==> src/design/agl_pkg.sv <==
`default_nettype none

package agl_pkg;

    localparam int QUBITS    = 64;
    localparam int LAYERS    = 1024;
    localparam int QIDX_W    = $clog2(QUBITS);
    localparam int LAYER_W   = $clog2(LAYERS);
    localparam int LVAL_W    = LAYER_W + 1;
    localparam int CNT_W     = 7;
    localparam int QIU_W     = QIDX_W + 1;

    localparam logic [CNT_W-1:0]   CNT_MAX    = CNT_W'((1 << CNT_W) - 1);
    localparam logic [LAYER_W-1:0] LAYER_LAST = LAYER_W'(LAYERS - 1);
    localparam logic [LVAL_W-1:0]  LAYER_LIM  = LVAL_W'(LAYERS);

    localparam int APB_DATA_W = 32;
    localparam int APB_ADDR_W = 3;
    localparam int REG_IDX_W  = APB_ADDR_W - 2;

    localparam logic [REG_IDX_W-1:0] REG_QUBITS_IN_USE = REG_IDX_W'(0);
    localparam logic [QIU_W-1:0]     QIU_RESET         = QIU_W'(QUBITS);

    typedef struct packed {
        logic               valid;
        logic [LAYER_W-1:0] layer;
        logic               overflow;
        logic               bad;
    } stage_word_t;

endpackage

`default_nettype wire

==> src/design/agl_apb_regs.sv <==
`default_nettype none

module agl_apb_regs (
    input  logic                             clk,
    input  logic                             rst_n,
    input  logic                             psel,
    input  logic                             penable,
    input  logic                             pwrite,
    input  logic [agl_pkg::APB_ADDR_W-1:0]   paddr,
    input  logic [agl_pkg::APB_DATA_W-1:0]   pwdata,
    output logic [agl_pkg::APB_DATA_W-1:0]   prdata,
    output logic                             pready,
    output logic [agl_pkg::QIU_W-1:0]        qubits_in_use
);
    import agl_pkg::*;

    logic [QIU_W-1:0]     qiu_reg;
    logic [REG_IDX_W-1:0] reg_idx;
    logic                 wr_en;

    assign reg_idx       = paddr[APB_ADDR_W-1:2];
    assign wr_en         = psel && penable && pwrite;
    assign pready        = 1'b1;
    assign qubits_in_use = qiu_reg;

    always_comb
    begin
        unique case (reg_idx)
            REG_QUBITS_IN_USE: prdata = APB_DATA_W'(qiu_reg);
            default:           prdata = '0;
        endcase
    end

    always_ff @(posedge clk or negedge rst_n)
    begin
        if (!rst_n)
        begin
            qiu_reg <= QIU_RESET;
        end
        else if (wr_en && reg_idx == REG_QUBITS_IN_USE)
        begin
            qiu_reg <= pwdata[QIU_W-1:0];
        end
    end

endmodule

`default_nettype wire

==> config.mk <==
export PLATFORM = sky130hd
export DESIGN_NAME = agl_apb_regs
export DESIGN_NICKNAME = d
export VERILOG_FILES = /design/src/design/agl_pkg.sv /design/src/design/agl_apb_regs.sv
export SDC_FILE = /design/constraint.sdc
export NUM_CORES = 1
export LEC_CHECK = 0
export ABC_AREA = 1
export BUFFER_PORTS_ARGS = -buffer_cell sky130_fd_sc_hd__buf_2
export CAP_MARGIN = 20
export CORE_UTILIZATION = 32
export DETAILED_ROUTE_END_ITERATION = 10
export PLACE_DENSITY_LB_ADDON = 0.3
export SLEW_MARGIN = 20
export SYNTH_ARGS = -nofsm -noshare
export SYNTH_HDL_FRONTEND = slang
export SYNTH_SLANG_ARGS = --single-unit
==> constraint.sdc <==
create_clock -name clk -period 1.32 [get_ports clk]
set_input_delay 0.264 -clock clk [delete_from_list [all_inputs] [get_ports clk]]
set_output_delay 0.264 -clock clk [all_outputs]
set_load 0.005 [all_outputs]
==> metrics.cfg <==
[timing]
finClkSkew_ns = 0
finalHoldViolations = 0
setup_viol = 0
drv_slew = 0
finalCritPeriodShare_pct = 96.13
tns_ns = 0
rsz0062_at_grt = yes
fmax_ghz = 0.7881
fin_crit_ns = 1.269

[clock_tree]
clock_latency_ns = 0.25
h-tree-depth = 1
clkSinkCount = 7
clk_path_buf_depth = 2
cts_inserted_buffers = 3
cts_root_buf = clkbuf_4
cts_setup_buffers = 0
path_clk_slew_ns = 0.05
cts_tree = built

[cells_and_area]
finalNetCount = 145
drive_gt1_share_pct = 32.69
antenna_cells = 0
design_area_sq_um = 653.1
area_growth_pct = 13.97
largest_register_ffs = 7
most-common-layout-cells = conb_1 (26), buf_2 (26), nand2_1 (15)

[critical_path]
crit_path_end_kind = output pin
rr_worst_depth = 2
crit_required_ns = 1.06
slowest_delay_ns = 0.54
crit_chain = inv_2 > nor2_1 > buf_2
r2r_slack_ns = 0.62
worstPathArrival_ns = 1.00
cp-start-kind = flop
cpMaxStageDelayCell = dfstp_2
worst-path-max-fanout = 3
cp-startpoint = qubits_in_use[6]
crit_type = flop to output pin
r2r_end = qubits_in_use[6]
regToRegStartpoint = qubits_in_use[6]
crit_end = prdata[6]

[placed_design]
dpl_cell_area_sq_um = 616.8
routabilityCongestion = 0.6688
dp_hpwl_microns = 758.5
io_buffer_count = 26

[drt]
routed_via_density = 3.641
drtIter0Drc = 1
via_count = 466
drc = 0
wl_per_cell_microns = 7.734
dr.pass1.iters = 3
drt-total-wl_microns = 990
ant_nets = 0

[power]
p_seq_share_pct = 42.6
switchingPower_uw = 218.2
p_comb_share_pct = 28.1
p_leak_uw = 0.0004363
p_clk_share_pct = 29.3
switching_share_pct = 32.13
pwr_density_cell_nw_per_um2 = 1040
peakVddDrop_v = 0.0007046
p_int_uw = 460.9

[global_route]
grt_max_degree = 9
antenna_found_initial = 0
grt_pass1_wl_microns = 1511
overflow = 0
grt_pass1_vias = 368
grt_use_total_pct = 11.44

[run_status]
outcome = finished clean

[floorplan]
initial_core_util_pct = 35.95
fp.coreArea_sq_um = 1594
dieArea_sq_um = 1964
die_h_microns = 44.32
rows = 14
io_pins = 80
fp.dieW_microns = 44.32

[logic_synthesis]
yosysWarnings = 0
syn_area_per_cell_sq_um = 7.540
syn_area_sq_um = 573.1
ys_types = 12
ys_seq_area_share_pct = 30.79
synth-seq-cells = 7
syn_inst = 76

[job]
cap_viol_max_count = 0

[min_path]
hold_path.class = input port to flop

## timing repair
action / CTS / global route
hold endpoints to repair: 6 / 0
hold buffers: 1 / 0
endpoints found under the setup margin: 0 / 1
gates resized for setup: 0 / 1
## metal layers
metal / global-route usage (%) / vias up / part of all wire, %
met5: 0 / - / 0
met4: 5.455 / 0 / 1.4
met3: 7.755 / 4 / 11
met2: 18.82 / 33 / 53
met1: 10.89 / 201 / 35
li1: - / 228 / -
## cells in the mapped netlist
cell type,instances,area [sq um]
inv_1,8,30.03
nor2_1,7,26.28
nor2_8,1,20.02
conb_1,2,7.510
nand2_1,15,56.30
buf_6,1,11.26
nand3_1,7,35.03
buf_4,26,195.2
nand2_4,1,11.26
dfstp_2,1,26.28
inv_2,1,3.750
dfrtp_1,6,150.1
## worst min-delay path by stage
stage	startpoint	end	depth (start not counted)	slack [ns]
3_5_place_dp	rst_n	qubits_in_use[4]	1	0.10
5_1_grt	pwdata[6]	qubits_in_use[6]	3	0.22
4_1_cts	pwdata[6]	qubits_in_use[6]	3	0.23
2_1_floorplan	rst_n	qubits_in_use[0]	0	-0.03
6_report	pwdata[6]	qubits_in_use[6]	3	0.22
3_3_place_gp	rst_n	qubits_in_use[0]	1	0.10
## cell families (layout without fill, tap and decap cells)
group / count (synthesis) / count (layout) / share of synthesized area (%)
buf+inv: 36 / 40 / 41.92
flops: 7 / 7 / 30.79
other cells: 2 / 26 / 1.311
simple gates: 31 / 31 / 25.98
## power groups by stage
stage	Sequential (uW)	Combinational (uW)	Clock, uW
floorplan	295	151	0
global placement	291	185	0
detailed placement	293	190	0
CTS	290	194	204
global route	295	226	221
finish	289	191	199
## area by class of cell
type / instances / area, sq um
well taps: 24 / 30.03
fillers: 164 / 940.9
flip-flops and latches: 7 / 176.4
clock buffers: 4 / 26.28
inverters: 9 / 33.78
multi-input cells: 57 / 246.5
repair buffers: 27 / 140.1
## worst max-delay path, delay by kind of cell, from the launching register on
kind / cells / cell delay, ns
simple gates: 1 / 0.06
buf+inv: 2 / 0.14
flops: 1 / 0.54
## stage by stage
step / power [uW] / hold slack (ns) / setup slack (ns) / std cells / utilization (%)
5_1_grt: 742.0 / 0.2180 / -0.008815 / 128 / 40.97
6_report: 679.1 / 0.2217 / 0.05105 / 128 / 40.97
4_1_cts: 687.5 / 0.2261 / 0.03827 / 128 / 40.97
3_3_place_gp: 476.7 / 0.1010 / 0.3308 / 123 / 38.70
3_5_place_dp: 482.6 / 0.1046 / 0.3240 / 123 / 38.70
2_1_floorplan: 445.7 / -0.03159 / 0.3986 / 100 / -
No activity file was read; power rests on OpenSTA's default activity.
