===== src/design/agl_pkg.sv =====
`default_nettype none

package agl_pkg;

    localparam int QUBITS    = 64;
    localparam int LAYERS    = 1024;
    localparam int QIDX_W    = $clog2(QUBITS);
    localparam int LAYER_W   = $clog2(LAYERS);
    localparam int LVAL_W    = LAYER_W + 1;
    localparam int CNT_W     = 7;
    localparam int QIU_W     = QIDX_W + 1;

    localparam logic [CNT_W-1:0]   CNT_MAX    = CNT_W'((1 << CNT_W) - 1);
    localparam logic [LAYER_W-1:0] LAYER_LAST = LAYER_W'(LAYERS - 1);
    localparam logic [LVAL_W-1:0]  LAYER_LIM  = LVAL_W'(LAYERS);

    localparam int APB_DATA_W = 32;
    localparam int APB_ADDR_W = 3;
    localparam int REG_IDX_W  = APB_ADDR_W - 2;

    localparam logic [REG_IDX_W-1:0] REG_QUBITS_IN_USE = REG_IDX_W'(0);
    localparam logic [QIU_W-1:0]     QIU_RESET         = QIU_W'(QUBITS);

    typedef struct packed {
        logic               valid;
        logic [LAYER_W-1:0] layer;
        logic               overflow;
        logic               bad;
    } stage_word_t;

endpackage

`default_nettype wire


===== src/design/agl_gate_if.sv =====
`default_nettype none

interface agl_gate_if;
    logic                       valid;
    logic                       ready;
    logic [agl_pkg::QIDX_W-1:0] target_qubit;
    logic                       has_control;
    logic [agl_pkg::QIDX_W-1:0] control_qubit;

    modport source (
        output valid, target_qubit, has_control, control_qubit,
        input  ready
    );

    modport sink (
        input  valid, target_qubit, has_control, control_qubit,
        output ready
    );
endinterface

`default_nettype wire


===== src/design/agl_qubit_stage.sv =====
`default_nettype none

module agl_qubit_stage (
    input  logic                        clk,
    input  logic                        rst_n,
    agl_gate_if.sink                    gate_in,
    input  logic [agl_pkg::QIU_W-1:0]   qubits_in_use,
    output agl_pkg::stage_word_t        s1_word,
    input  logic                        s2_ready
);
    import agl_pkg::*;

    // two banks, one write port each: bank a takes target, bank b takes control
    logic [LVAL_W-1:0] mem_a [QUBITS];
    logic [LVAL_W-1:0] mem_b [QUBITS];
    logic [QUBITS-1:0] written_reg;
    logic [QUBITS-1:0] sel_b_reg;

    logic              s1_valid_reg;
    logic [QIDX_W-1:0] t_reg;
    logic [QIDX_W-1:0] c_reg;
    logic              two_reg;
    logic [LVAL_W-1:0] rda_t_reg;
    logic [LVAL_W-1:0] rdb_t_reg;
    logic [LVAL_W-1:0] rda_c_reg;
    logic [LVAL_W-1:0] rdb_c_reg;
    logic              wr_t_reg;
    logic              wr_c_reg;
    logic              sel_t_reg;
    logic              sel_c_reg;

    // newest committed update, bypasses the bank write of the same edge
    logic              lw_valid_reg;
    logic [QIDX_W-1:0] lw_t_reg;
    logic [QIDX_W-1:0] lw_c_reg;
    logic              lw_two_reg;
    logic [LVAL_W-1:0] lw_val_reg;

    logic              accept;
    logic              commit;
    logic              bad;
    logic              hit_t;
    logic              hit_c;
    logic [LVAL_W-1:0] mem_t;
    logic [LVAL_W-1:0] mem_c;
    logic [LVAL_W-1:0] last_t;
    logic [LVAL_W-1:0] last_c;
    logic [LVAL_W-1:0] raw_layer;
    logic              ovf;
    logic [LAYER_W-1:0] layer;
    logic [LVAL_W-1:0] new_val;

    assign gate_in.ready = !s1_valid_reg || s2_ready;
    assign accept        = gate_in.valid && gate_in.ready;

    always_comb
    begin
        bad = !({1'b0, t_reg} < qubits_in_use)
            || (two_reg && !({1'b0, c_reg} < qubits_in_use));

        mem_t = !wr_t_reg ? '0 : (sel_t_reg ? rdb_t_reg : rda_t_reg);
        mem_c = !wr_c_reg ? '0 : (sel_c_reg ? rdb_c_reg : rda_c_reg);
        hit_t = lw_valid_reg && (t_reg == lw_t_reg || (lw_two_reg && t_reg == lw_c_reg));
        hit_c = lw_valid_reg && (c_reg == lw_t_reg || (lw_two_reg && c_reg == lw_c_reg));
        last_t = hit_t ? lw_val_reg : mem_t;
        last_c = hit_c ? lw_val_reg : mem_c;

        raw_layer = (two_reg && last_c > last_t) ? last_c : last_t;
        ovf       = raw_layer >= LAYER_LIM;
        layer     = ovf ? LAYER_LAST : raw_layer[LAYER_W-1:0];
        new_val   = {1'b0, layer} + LVAL_W'(1);

        s1_word.valid    = s1_valid_reg;
        s1_word.layer    = bad ? '0 : layer;
        s1_word.overflow = !bad && ovf;
        s1_word.bad      = bad;
    end

    assign commit = s1_valid_reg && s2_ready && !bad;

    always_ff @(posedge clk)
    begin
        if (accept)
        begin
            t_reg     <= gate_in.target_qubit;
            c_reg     <= gate_in.control_qubit;
            two_reg   <= gate_in.has_control;
            rda_t_reg <= mem_a[gate_in.target_qubit];
            rdb_t_reg <= mem_b[gate_in.target_qubit];
            rda_c_reg <= mem_a[gate_in.control_qubit];
            rdb_c_reg <= mem_b[gate_in.control_qubit];
            wr_t_reg  <= written_reg[gate_in.target_qubit];
            wr_c_reg  <= written_reg[gate_in.control_qubit];
            sel_t_reg <= sel_b_reg[gate_in.target_qubit];
            sel_c_reg <= sel_b_reg[gate_in.control_qubit];
        end
        if (commit)
        begin
            mem_a[t_reg] <= new_val;
            if (two_reg)
            begin
                mem_b[c_reg] <= new_val;
            end
            lw_t_reg   <= t_reg;
            lw_c_reg   <= c_reg;
            lw_two_reg <= two_reg;
            lw_val_reg <= new_val;
        end
    end

    always_ff @(posedge clk or negedge rst_n)
    begin
        if (!rst_n)
        begin
            s1_valid_reg <= 1'b0;
            written_reg  <= '0;
            sel_b_reg    <= '0;
            lw_valid_reg <= 1'b0;
        end
        else
        begin
            if (accept)
            begin
                s1_valid_reg <= 1'b1;
            end
            else if (s2_ready)
            begin
                s1_valid_reg <= 1'b0;
            end
            if (commit)
            begin
                lw_valid_reg        <= 1'b1;
                written_reg[t_reg]  <= 1'b1;
                sel_b_reg[t_reg]    <= 1'b0;
                if (two_reg)
                begin
                    written_reg[c_reg] <= 1'b1;
                    sel_b_reg[c_reg]   <= 1'b1;
                end
            end
        end
    end

endmodule

`default_nettype wire


===== src/flat_wrapper.sv =====
// flat-port wrapper written by rule: the top's interface ports become plain ports
module agl_qubit_stage_flat import agl_pkg::*;
  (clk, rst_n, qubits_in_use, s1_word, s2_ready, gate_in_valid, gate_in_target_qubit, gate_in_has_control, gate_in_control_qubit, gate_in_ready);
  agl_gate_if gate_in_i ();
  input  logic clk;
  input  logic rst_n;
  input  logic [agl_pkg::QIU_W-1:0] qubits_in_use;
  output agl_pkg::stage_word_t s1_word;
  input  logic s2_ready;
  input wire logic [$bits(gate_in_i.valid)-1:0] gate_in_valid;
  input wire logic [$bits(gate_in_i.target_qubit)-1:0] gate_in_target_qubit;
  input wire logic [$bits(gate_in_i.has_control)-1:0] gate_in_has_control;
  input wire logic [$bits(gate_in_i.control_qubit)-1:0] gate_in_control_qubit;
  output wire logic [$bits(gate_in_i.ready)-1:0] gate_in_ready;
  assign gate_in_i.valid = gate_in_valid;
  assign gate_in_i.target_qubit = gate_in_target_qubit;
  assign gate_in_i.has_control = gate_in_has_control;
  assign gate_in_i.control_qubit = gate_in_control_qubit;
  assign gate_in_ready = gate_in_i.ready;
  agl_qubit_stage u_core (.clk(clk), .rst_n(rst_n), .gate_in(gate_in_i), .qubits_in_use(qubits_in_use), .s1_word(s1_word), .s2_ready(s2_ready));
endmodule

===== config.mk =====
export PLATFORM = sky130hd
export DESIGN_NAME = agl_qubit_stage_flat
export DESIGN_NICKNAME = d
export VERILOG_FILES = /design/src/design/agl_pkg.sv /design/src/design/agl_gate_if.sv /design/src/design/agl_qubit_stage.sv /design/src/flat_wrapper.sv
export SDC_FILE = /design/constraint.sdc
export NUM_CORES = 2
export LEC_CHECK = 0
export BUFFER_PORTS_ARGS = -buffer_cell sky130_fd_sc_hd__buf_2
export CAP_MARGIN = 5
export CORE_MARGIN = 2
export CORE_UTILIZATION = 45
export CTS_CLUSTER_DIAMETER = 40
export DETAILED_ROUTE_END_ITERATION = 8
export GPL_TIMING_DRIVEN = 1
export PLACE_DENSITY = 0.66
export REMOVE_ABC_BUFFERS = 1
export SLEW_MARGIN = 10
export SYNTH_ARGS = -nofsm -noshare
export SYNTH_HDL_FRONTEND = slang
export SYNTH_SLANG_ARGS = --single-unit
export TNS_END_PERCENT = 30

===== constraint.sdc =====
create_clock -name clk -period 11.95 [get_ports clk]
set_clock_uncertainty 0.1 [all_clocks]
set_input_delay 2.39 -clock clk [delete_from_list [all_inputs] [get_ports clk]]
set_output_delay 2.39 -clock clk [all_outputs]
set_load 0.1 [all_outputs]

==> qor.yml <==
run_status:
  status: "finished clean"
clock_tree:
  ctsResizeCount: 0
  postCtsHoldBufs: 0
  ctsHtreeMaxLevel: 4
  clock_latency_ps: 850
  numCtsBuffers: 224
  cts_root_buf: "clkbuf_16"
  cts_buffer_depth: 3
  clk_pin_slew_ps: 60
  cts_setup_buffers: 0
  cts_sinks: 1623
  cts_tree: "yes"
yosys:
  ys_ff_latch: 1623
  synth_edf_count: 1493
  syn-instance-count: 3592
  synthAdderAreaFrac_pct: 0.359
  synth_common_cells: "1493 x edfxtp_1, 1008 x mux4_2, 160 x clkbuf_1, 130 x dfrtp_1, 83 x buf_2"
  synth_compound_area_share_pct: 1.37
  synth.most_common_cell: "edfxtp_1"
  ys.flop_type: "edfxtp_1"
  synth_top_family_by_area: "multiplexers"
  synth-xor-area-share_pct: 0.364
  ys_types: 66
  synth_top_area_share_pct: 58.6
  synth-simple-area-share_pct: 3.23
  synth.avg_cell_area_um2: 21.3
  netlist_area_mm2: 0.0766
  yosysSeqAreaShare_pct: 62.8
  synth.area.mux_share_pct: 30.1
  yosys_warnings: 0
  netlist.top_cell.by_area: "edfxtp_1"
  synth-async-reset-ratio_pct: 8.01
  synth_area_leaders: "edfxtp_1 59%, mux4_2 30%, dfrtp_1 4.2%"
pwr:
  intPower_uw: 11800
  clkPwrFrac_pct: 42.4
  p_comb_share_pct: 13.0
  p_leak_uw: 0.0288
  max-vdd-ir-drop_mv: 0.174
  power_density_mw_per_mm2: 181
  p_sw_share_pct: 26.2
  power_frac_seq_pct: 44.6
  p_switching_uw: 4190
placement:
  postPlaceCellArea_mm2: 0.0803
  io_buffer_count: 37
  place_congestion: 0.913
  dp_hpwl_mm: 131
die:
  core_area_mm2: 0.169
  dieArea_mm2: 0.173
  pin_count: 38
  start_util_pct: 45.2
  rows: 151
  die_height_um: 417
  die_w_um: 417
critical_path:
  r2r_start: "u_core.t_reg[5]"
  critPathArrivalTime_ps: 6000
  reg2reg_depth: 21
  crit_path_max_fanout: 39
  reg2reg_slack_ps: 4000
  cp-start-kind: "flip-flop"
  r2r-end: "u_core.mem_a[11][6]"
  cp.required_ps: 9460
  end_kind: "output port"
  critical_path_class: "reg2out"
  worstPathCellList: "xnor2_1 > nand4_1 > o22ai_2 > nand2_1 > and3_1 > a21oi_1 > ha_1 > a21o_1 > a21o_1 > a2111o_1 > nand2_1 > nand4_1 > o221ai_4 > buf_4 > nor2_1 > buf_2"
  cp_slowest_cell: "edfxtp_1"
  cp_slowest_stage_delay_ps: 750
grt:
  overflow: 0
  grt_pass1_vias: 42300
  antenna_found_initial: 12
  grt_pass1_wl_mm: 313
  grt_usage_pct: 25.7
  grt_start_max_net_pins: 136
timing:
  min_period_over_period_pct: 71.1
  worst_pin_slew_ps: 1240
  hold_viol: 0
  finalSetupTns_ps: 0
  fin_crit_ps: 8490
  rsz0062_at_grt: "false"
  clock.fmax_ghz: 0.118
  finalSetupViolCount: 0
  max_slew_margin_pct: 17.6
  drv_slew: 0
detailed_routing:
  avgRoutedWirePerCell_um: 35.6
  drt_pass1_iterations: 5
  drc: 0
  dr.first_iter.drc_count: 5184
  ant_nets: 0
  vias_per_cell: 6.73
  vias: 41600
  routed_wirelength_mm: 220
cells_and_area:
  drive_above_1_share_pct: 44.9
  stdcell_area_mm2: 0.0880
  reg_top3: "u_core.mem_a: 704 flops, u_core.mem_b: 704 flops"
  seq_area_mm2: 0.0481
  multiInputGateArea_mm2: 0.0275
  nNetsFinal: 3816
  area_growth_pct: 15.0
  fillerInstances: 13100
worst_hold_path:
  holdPathStages: 1
  min_to: "u_core.written_reg[47]"
  hp-class: "reg2reg"
  hp-start: "u_core.written_reg[47]"
job:
  drv_cap: 0
## cells in the final DEF (no fill, tap or decap), drive strengths merged, types with 9 or more instances in the layout
| cell | instances |
|---|---|
| mux4 | 1008 |
| nand2b | 41 |
| a21o | 12 |
| or3 | 66 |
| ha | 22 |
| nand3 | 19 |
| xnor2 | 28 |
| nand2 | 64 |
| nor2b | 17 |
| clkbuf | 255 |
| o21ai | 45 |
| a21oi | 30 |
| mux2i | 14 |
| clkinvlp | 22 |
| mux2 | 17 |
| edfxtp | 1493 |
| nand4 | 9 |
| dfrtp | 130 |
| nor3 | 120 |
| inv | 78 |
| clkinv | 78 |
| buf | 232 |
| nor2 | 42 |
| o21bai | 32 |
| bufinv | 27 |
## cells by family (layout without fill, tap and decap cells)
family | Yosys count | after routing
buffers and inverters | 322 | 692
AND/OR/NAND/NOR | 400 | 400
AO/OA/AOI/OAI | 155 | 155
flip-flops | 1623 | 1623
multiplexers | 1039 | 1039
XOR/XNOR | 31 | 31
adder cells (fa/ha/maj) | 22 | 22
other | 0 | 3
## worst max-delay path, delay by kind of cell (launching register included)
family	cells	cell delay, ps
AOI/OAI and AO/OA	6	1420
xor gates and xnor gates	1	190
and+or+nand+nor	6	1720
DFF	1	750
adders and majority gates	1	260
buffers and inverters	2	750
## power groups by stage
stage | clock network, µW | logic (µW) | registers [µW]
CTS | 6850 | 2070 | 7120
global route | 7100 | 2220 | 7140
floorplan | 0 | 1120 | 7310
detailed placement | 0 | 2080 | 7240
global placement | 0 | 2040 | 7230
finish | 6770 | 2080 | 7130
## routing by layer
metal / routed length [µm] / track usage, % / vias to the layer above
li1: - / - / 16100
met1: 82500 / 34.4 / 22700
met2: 106000 / 40.8 / 2360
met3: 22300 / 6.61 / 408
met4: 8760 / 9.54 / 0
met5: 0 / 0 / -
## metrics by stage
step                setup WS (ps)  total power [µW]  util, %  hold slack (ps)  cells
floorplan                   -6050              8430        -              351   3312
global placement             4430              9260     47.4              365   5762
detailed placement           4250              9320     47.4              374   5762
CTS                          3540             16000     52.0              388   6180
global route                 3140             16500     52.0              400   6180
finish                       3460             16000     52.0              386   6183
## cell type report
type | instances | share of cell area [%]
diodes | 3 | 0.00853
clock buffers | 255 | 6.61
clock inverters | 163 | 2.20
inverters | 42 | 0.179
multi-input cells | 1647 | 31.2
flip-flops and latches | 1623 | 54.6
well taps | 2218 | 3.15
repair buffers | 232 | 2.05
## how the worst max path moves through the flow
stage / start / to / slack, ps / depth (start not counted)
4_1_cts: u_core.t_reg[5] / s1_word[2] / 3540 / 16
3_5_place_dp: u_core.t_reg[5] / u_core.mem_a[2][6] / 4250 / 21
6_report: u_core.t_reg[5] / s1_word[2] / 3460 / 16
3_3_place_gp: u_core.t_reg[0] / u_core.mem_a[0][6] / 4430 / 21
2_1_floorplan: qubits_in_use[1] / s1_word[8] / -6050 / 9
5_1_grt: u_core.t_reg[3] / s1_word[2] / 3140 / 16
Power figures use the tool's default switching activity.
